$ cat src/design/lcss_pkg.sv
// Package for the laser/camera/stage sequencer: transaction payload types,
// register indexes, reset values and timer width. No dependencies.
`default_nettype none

package lcss_pkg;

   localparam int TIMER_W = 26;
   localparam int CSR_IDX_W = 2;
   localparam int CSR_DATA_W = 16;

   localparam logic [CSR_IDX_W-1:0] CSR_EXPOSURE = 2'd0;
   localparam logic [CSR_IDX_W-1:0] CSR_READOUT = 2'd1;
   localparam logic [CSR_IDX_W-1:0] CSR_STAGE_PULSE = 2'd2;
   localparam logic [CSR_IDX_W-1:0] CSR_MAX_FRAMES = 2'd3;

   localparam logic [15:0] EXPOSURE_RST = 16'd300;
   localparam logic [9:0] READOUT_RST = 10'd40;
   localparam logic [15:0] STAGE_PULSE_RST = 16'd2000;
   localparam logic [15:0] MAX_FRAMES_RST = 16'd2000;

   localparam logic [TIMER_W-1:0] TIMER_MAX = {TIMER_W{1'b1}};

   typedef struct packed {
      logic start_request;
      logic camera_active;
      logic stage_busy;
   } req_type;

   typedef struct packed {
      logic        laser_on;
      logic        camera_trigger;
      logic        led_on;
      logic        stage_trigger;
      logic        running;
      logic [15:0] frames_done;
      logic        aborted;
   } rsp_type;

endpackage

`default_nettype wire

$ cat src/design/laser_camera_stage_sequencer_core.sv
// Latency: the result for a tick transaction is in the output register the cycle after accept.
// Throughput: one tick per clock; req_stall rises only while a held result is stalled.
// Exposure and readout tick counts are scaled at csr write time by one shared multiplier.
// Reset (synchronous, active high): idle, timer and frame count zero, abort clear,
// registers back to 300 ms / 40 ms / 2000 us / 2000 frames, output register empty.
// Depends on lcss_pkg.
`default_nettype none

module laser_camera_stage_sequencer_core #(
   parameter int TICKS_PER_MS = 1000,
   parameter int COUNT_WIDTH = 16
) (
   input  wire                                   clock,
   input  wire                                   reset,
   input  wire                                   req_valid,
   output logic                                  req_stall,
   input  lcss_pkg::req_type                     req_data,
   output logic                                  rsp_valid,
   input  wire                                   rsp_stall,
   output lcss_pkg::rsp_type                     rsp_data,
   input  wire                                   csr_valid,
   output logic                                  csr_ready,
   input  wire  [lcss_pkg::CSR_IDX_W-1:0]        csr_index,
   input  wire  [lcss_pkg::CSR_DATA_W-1:0]       csr_wdata
);

   localparam int TW = lcss_pkg::TIMER_W;
   localparam int TICKS_W = $clog2(TICKS_PER_MS + 1);
   localparam int PROD_W = 16 + TICKS_W;

   localparam logic [63:0] EXP_RST_RAW =
      64'(lcss_pkg::EXPOSURE_RST >> 1) * 64'(TICKS_PER_MS);
   localparam logic [63:0] READ_RST_RAW = 64'(lcss_pkg::READOUT_RST) * 64'(TICKS_PER_MS);
   localparam logic [TW-1:0] EXP_TICKS_RST =
      (EXP_RST_RAW > 64'(lcss_pkg::TIMER_MAX)) ? lcss_pkg::TIMER_MAX : EXP_RST_RAW[TW-1:0];
   localparam logic [TW-1:0] READ_TICKS_RST =
      (READ_RST_RAW > 64'(lcss_pkg::TIMER_MAX)) ? lcss_pkg::TIMER_MAX : READ_RST_RAW[TW-1:0];

   localparam logic [2:0] PH_IDLE = 3'd0;
   localparam logic [2:0] PH_EXP1 = 3'd1;
   localparam logic [2:0] PH_EXP2 = 3'd2;
   localparam logic [2:0] PH_READ = 3'd3;
   localparam logic [2:0] PH_PULSE = 3'd4;
   localparam logic [2:0] PH_WAIT = 3'd5;

   // configuration, timed values kept in ticks
   logic [TW-1:0]          exp_ticks_ff;
   logic [TW-1:0]          read_ticks_ff;
   logic [15:0]            pulse_us_ff;
   logic [15:0]            max_frames_ff;

   logic [2:0]             phase_ff, phase_in;
   logic [TW-1:0]          timer_ff, timer_in;
   logic [COUNT_WIDTH-1:0] frame_ff, frame_in;
   logic                   abort_ff, abort_in;

   logic                   rsp_valid_ff, rsp_valid_in;
   lcss_pkg::rsp_type      rsp_data_ff, rsp_data_in;

   logic                   accept;
   logic                   csr_write;
   logic [15:0]            mul_op;
   logic [PROD_W-1:0]      prod;
   logic [63:0]            prod_ext;
   logic [TW-1:0]          sat_ticks;
   logic [TW-1:0]          timer_dec;
   logic                   expired;
   logic [COUNT_WIDTH-1:0] frame_inc;
   logic [31:0]            frame_ext;
   logic                   light;

   assign req_stall = rsp_valid_ff & rsp_stall;
   assign accept    = req_valid & ~req_stall;
   assign csr_ready = 1'b1;
   assign csr_write = csr_valid & csr_ready;

   // one multiplier serves both millisecond registers
   assign mul_op    = (csr_index == lcss_pkg::CSR_EXPOSURE) ? {1'b0, csr_wdata[15:1]}
                                                            : {6'b0, csr_wdata[9:0]};
   assign prod      = PROD_W'(mul_op) * PROD_W'(TICKS_PER_MS);
   assign prod_ext  = 64'(prod);
   assign sat_ticks = (prod_ext > 64'(lcss_pkg::TIMER_MAX)) ? lcss_pkg::TIMER_MAX
                                                            : prod_ext[TW-1:0];

   always_ff @(posedge clock) begin
      if (reset) begin
         exp_ticks_ff  <= EXP_TICKS_RST;
         read_ticks_ff <= READ_TICKS_RST;
         pulse_us_ff   <= lcss_pkg::STAGE_PULSE_RST;
         max_frames_ff <= lcss_pkg::MAX_FRAMES_RST;
      end else if (csr_write) begin
         case (csr_index)
            lcss_pkg::CSR_EXPOSURE:    exp_ticks_ff  <= sat_ticks;
            lcss_pkg::CSR_READOUT:     read_ticks_ff <= sat_ticks;
            lcss_pkg::CSR_STAGE_PULSE: pulse_us_ff   <= csr_wdata;
            lcss_pkg::CSR_MAX_FRAMES:  max_frames_ff <= csr_wdata;
            default: ;
         endcase
      end
   end

   always_comb begin
      timer_dec = timer_ff;
      if ((phase_ff inside {PH_EXP1, PH_EXP2, PH_READ, PH_PULSE}) && (timer_ff != '0)) begin
         timer_dec = timer_ff - 1'b1;
      end
      expired   = (timer_dec == '0);
      frame_inc = frame_ff + 1'b1;

      phase_in = phase_ff;
      timer_in = timer_dec;
      frame_in = frame_ff;
      abort_in = abort_ff;

      case (phase_ff)
         PH_EXP1: begin
            if (expired) begin
               if (req_data.camera_active) begin
                  phase_in = PH_EXP2;
                  timer_in = exp_ticks_ff;
               end else begin
                  abort_in = 1'b1;
                  phase_in = PH_PULSE;
                  timer_in = TW'(pulse_us_ff);
               end
            end
         end
         PH_EXP2: begin
            if (expired) begin
               phase_in = PH_READ;
               timer_in = read_ticks_ff;
            end
         end
         PH_READ: begin
            if (expired) begin
               phase_in = PH_PULSE;
               timer_in = TW'(pulse_us_ff);
            end
         end
         PH_PULSE: begin
            if (expired) begin
               phase_in = PH_WAIT;
            end
         end
         PH_WAIT: begin
            if (!req_data.stage_busy) begin
               if (abort_ff) begin
                  phase_in = PH_IDLE;
               end else begin
                  frame_in = frame_inc;
                  if (32'(frame_inc) >= 32'(max_frames_ff)) begin
                     phase_in = PH_IDLE;
                  end else begin
                     phase_in = PH_EXP1;
                     timer_in = exp_ticks_ff;
                  end
               end
            end
         end
         default: begin
            // idle, and any unused code falls back to idle
            phase_in = PH_IDLE;
            timer_in = '0;
            if (req_data.start_request) begin
               frame_in = '0;
               abort_in = 1'b0;
               if (max_frames_ff != '0) begin
                  phase_in = PH_EXP1;
                  timer_in = exp_ticks_ff;
               end
            end
         end
      endcase
   end

   always_comb begin
      light     = (phase_in == PH_EXP1) || (phase_in == PH_EXP2);
      frame_ext = 32'(frame_in);
      rsp_data_in.laser_on       = light;
      rsp_data_in.camera_trigger = light;
      rsp_data_in.led_on         = light;
      rsp_data_in.stage_trigger  = (phase_in == PH_PULSE);
      rsp_data_in.running        = (phase_in != PH_IDLE);
      rsp_data_in.frames_done    = frame_ext[15:0];
      rsp_data_in.aborted        = abort_in;
      rsp_valid_in = accept | (rsp_valid_ff & rsp_stall);
   end

   always_ff @(posedge clock) begin
      if (reset) begin
         phase_ff     <= PH_IDLE;
         timer_ff     <= '0;
         frame_ff     <= '0;
         abort_ff     <= 1'b0;
         rsp_valid_ff <= 1'b0;
      end else begin
         rsp_valid_ff <= rsp_valid_in;
         if (accept) begin
            phase_ff <= phase_in;
            timer_ff <= timer_in;
            frame_ff <= frame_in;
            abort_ff <= abort_in;
         end
      end
   end

   always_ff @(posedge clock) begin
      if (accept) begin
         rsp_data_ff <= rsp_data_in;
      end
   end

   assign rsp_valid = rsp_valid_ff;
   assign rsp_data  = rsp_data_ff;

endmodule

`default_nettype wire

$ cat config.mk
export PLATFORM = sky130hd
export DESIGN_NAME = laser_camera_stage_sequencer_core
export DESIGN_NICKNAME = d
export VERILOG_FILES = /design/src/design/lcss_pkg.sv /design/src/design/laser_camera_stage_sequencer_core.sv
export SDC_FILE = /design/constraint.sdc
export NUM_CORES = 1
export LEC_CHECK = 0
export BUFFER_PORTS_ARGS = -buffer_cell sky130_fd_sc_hd__buf_4
export CAP_MARGIN = 0
export CORE_AREA = 8 8 154 156
export CTS_BUF_LIST = sky130_fd_sc_hd__clkbuf_8
export DETAILED_ROUTE_END_ITERATION = 6
export DIE_AREA = 0 0 162 164
export PLACE_DENSITY = 0.69
export SETUP_SLACK_MARGIN = 0.15
export SYNTH_ARGS = -nofsm -noshare
export SYNTH_HDL_FRONTEND = slang
export SYNTH_SLANG_ARGS = --single-unit
$ cat constraint.sdc
create_clock -name clock -period 5.2 [get_ports clock]
set_clock_uncertainty 0.05 [all_clocks]
set_input_delay 0.26 -clock clock [delete_from_list [all_inputs] [get_ports clock]]
set_output_delay 0.26 -clock clock [all_outputs]
set_load 0.1 [all_outputs]
==> results <==
- The run finished with clean final reports.
- The post-CTS repair timing setup buffer count is 0.
- The area share of the largest cell type after synthesis is 23.73%.
- The clock-pin transition on the worst setup and hold timing paths is 0.09 ns.
- The worst path needs 4.760 ns of the cycle, external delays included.
- In the synthesized netlist, the cells that appear most often are 190 x nand2_1, 123 x dfxtp_1, 115 x nor2_1.
- The global-route wire length before repair is 46800 um.
- Yosys attributes the largest share of cell area to dfxtp_1 24%, fa_1 8.5%, ha_1 8.1%, nand2_1 6.9%, edfxtp_1 5.8%.
- The most used flip-flop cell after synthesis is dfxtp_1.
- TritonCTS built the clock tree.
- The classification of the worst-slack hold path is in2reg.
- Synthesis produced a netlist with a net count of 1421.
- The max-slew headroom at the worst pin is 13.24%.
- The post-synthesis cell type with the largest combined area is dfxtp_1.
- The post-synthesis instance area is 0.01038 sq mm.
- The worst-case clock buffer depth is 2.
- Entering global routing, the biggest net connects 91 pins.
- For this block, the initial DRC count from the detailed router was 867.
- The count of endpoints failing hold in the final timing report is 0.
- The register area share after synthesis is 29.52%.
- The final global-route overflow total is 0.
- The flip-flop and latch count after synthesis is 143.
- The count of pins over their slew limit came to 0.
- The distinct cell type count after synthesis is 75.
- The leakage power total is 5.005 nW.
- The power density over cell area is 513.9 mW/mm^2.
- Of all nets on the critical path, the largest fanout is 5.
- The residual DRC count is 0.
- IR analysis of the VDD net gives a maximum drop of 0.0003234 V.
- The overall via count from detail_route is 9497.
- The area of the die is 0.02657 sq mm.
- In the global route stage, met3 resource usage came out at 3.058%.
- During placement, the flow inserted port buffers numbering 49.
- The transition at the pin with the smallest max-transition slack is 1.297 ns.
- Dividing the detail-routed wire length by the instance count gives 17.53 um.
- Hold is met by 0.03351 ns.
- The kind of capture point of the worst setup path is a flop.
- In this run the standard cell core region covers 0.02135 sq mm.
- Global routing consumed, on the met2 layer, 37.90% of the routing resources.
- The max-cap check violation count is 0.
- Based on the critical path, the design can be clocked at up to 210.1 MHz.
- The CTS H-tree depth is 4.
- The number of nets with antenna violations after detailed routing is 0.
- Global routing consumed, on the met1 layer, 26.91% of the routing resources.
- The final instance area is 0.01173 sq mm.
- The number of enable-type register cells in the synthesized netlist is 20.
- The proportion of synthesized flip-flops having asynchronous set or reset is 0%.
- The required time of the critical path is 5.46 ns.
- Clock tree synthesis inserted a total of 17 buffers.
- The global routing stage identified its most utilized layer as met2.
- The via-per-instance ratio is 5.866.
- The cell count after synthesis came out at 1284.
- The final layout contains routed wiring with a total length of 28370 um.
- The later pin in the worst-skew pair is clocked with a latency of 0.45 ns.
- The initial cell density of the core is 48.61%.
- CTS placed an instance of clkbuf_8 at the clock tree root.
- The overall fraction of global-route tracks in use is 21.62%.
- The cell row count is 54.
- The relative area change from synthesis to final layout is 13.07%.
- The total clock sinks is 143.
- Setup violations remaining at the end of the flow were counted as 0.
- The die extent in y is 164 um.
- The number of global-route vias before repair is 9236.
- For this run, the post-layout net count is 1463.
- For this run, the number of Yosys warnings is 0.
- The cell area reported after detailed placement is 0.01121 sq mm.
- By instance count, the leading cell after synthesis is nand2_1.
- The die is 162 um wide.
- The antenna diode count is 0.
- The number of antenna violations at the first check in global routing is 0.
- The pre-antenna-repair detailed-routing pass consisted of 5 iterations.
- The share of layout cells above drive strength 1 is 12.70%.
- The path type of the worst setup path is in2reg.
- The number of ports placed on the die boundary is 51.
- Of the available clock period, the critical path in the final layout requires 91.54%.
- The global placer's final weighted congestion is 0.9409.
- The total half-perimeter wirelength after legalization and detailed placement is 21510 um.
- The critical path launch point type is an input port.
- The mean post-synth cell area is 8.082 sq um.
- The arrival time of the worst setup path is 5.02 ns.
- Setup repair after global routing left no endpoint under its margin.
cell type report:
class | instances | area (sq um)
fillers | 2025 | 9617
multi-input cells | 965 | 6827
flip-flops and latches | 143 | 3063
repair buffers | 89 | 685.7
inverters | 110 | 412.9
well taps | 280 | 350.3
clock buffers | 17 | 234.0
clock inverters | 15 | 161.4
worst paths after layout:
| kind | from | end | slack, ns | cells past startpoint |
|---|---|---|---|---|
| max | csr_wdata[4] | exp_ticks_ff[20] | 0.44 | 21 |
| min | csr_wdata[6] | max_frames_ff[6] | 0.03 | 2 |
| max reg2reg | frame_ff[0] | timer_ff[2] | 0.60 | 18 |
| min reg2reg | read_ticks_ff[24] | read_ticks_ff[24] | 0.42 | 2 |
power by group:
part           internal (mW)  total (mW)  switching (mW)  leakage, nW
sequential              1.24        1.36           0.123         1.20
combinational           1.44        3.76            2.32         3.61
clock                  0.433       0.904           0.472        0.190
total                   3.12        6.03            2.92         5.00
layout by cell type, fill, tap and decap left out, types with 30 or more instances in the layout:
| cell | instances |
|---|---|
| xnor2_1 | 30 |
| dfxtp_1 | 123 |
| nand2_1 | 190 |
| nor2_1 | 114 |
| nand3_1 | 41 |
| a21oi_1 | 84 |
| o21ai_0 | 44 |
| fa_1 | 44 |
| buf_4 | 86 |
| nor3_1 | 31 |
| inv_1 | 109 |
| ha_1 | 63 |
flip-flops by register name, summed over array words and instances, names as in the netlist, 3 cells and up:
register	count
exp_ticks_ff	22
rsp_data	20
max_frames_ff	16
read_ticks_ff	22
timer_ff	26
frame_ff	16
phase_ff	3
pulse_us_ff	16
through the flow:
stage / TNS, ns / total power [mW] / cells / worst slack [ns] / utilization [%]
6_report: 0 / 6.030 / 1619 / 0.4397 / 54.96
2_1_floorplan: 0 / 4.090 / 1284 / 0.1736 / -
5_1_grt: 0 / 6.519 / 1619 / 0.1574 / 54.96
4_1_cts: 0 / 5.907 / 1619 / 0.2640 / 54.44
3_5_place_dp: -0.03644 / 4.995 / 1585 / -0.02316 / 52.50
3_3_place_gp: 0 / 4.947 / 1585 / 0.06483 / 52.50
critical path: stages:
cell	delay [ns]
dlygate4sd3_1	0.54
buf_4	0.16
mux2i_1	0.14
buf_4	0.20
xor2_2	0.09
ha_1	0.21
nor2b_2	0.14
fa_1	0.46
fa_1	0.50
fa_1	0.52
inv_1	0.04
ha_1	0.21
and2_1	0.17
o21a_1	0.16
a31o_2	0.23
o41a_1	0.33
a21o_1	0.22
xnor2_2	0.15
nor2_1	0.06
a21oi_1	0.17
nor2_1	0.06
what timing repair did:
action / 4_1_cts / 5_1_grt
resized for setup: 0 / 19
endpoints found under the setup margin: 0 / 14
hold buffers: 2 / 0
endpoints found under the hold margin: 2 / 0
metal layers:
layer / wire (um) / part of all wire [%]
met2: 14030 / 49
met5: 0 / 0
met1: 12380 / 44
met4: 652 / 2.3
met3: 1315 / 4.6
kinds of logic (layout without fill, tap and decap cells):
logic type	Yosys count	count (layout)	share of synthesized area [%]
compound gates	296	296	19.73
buf+inv	176	231	6.571
flops	143	143	29.52
other cells	1	1	0.03614
mux	9	9	0.8681
simple gates	491	491	21.91
xor+xnor	57	57	4.811
fa+ha+maj	111	111	16.57
Note: power is estimated with default switching activity, not from simulation.
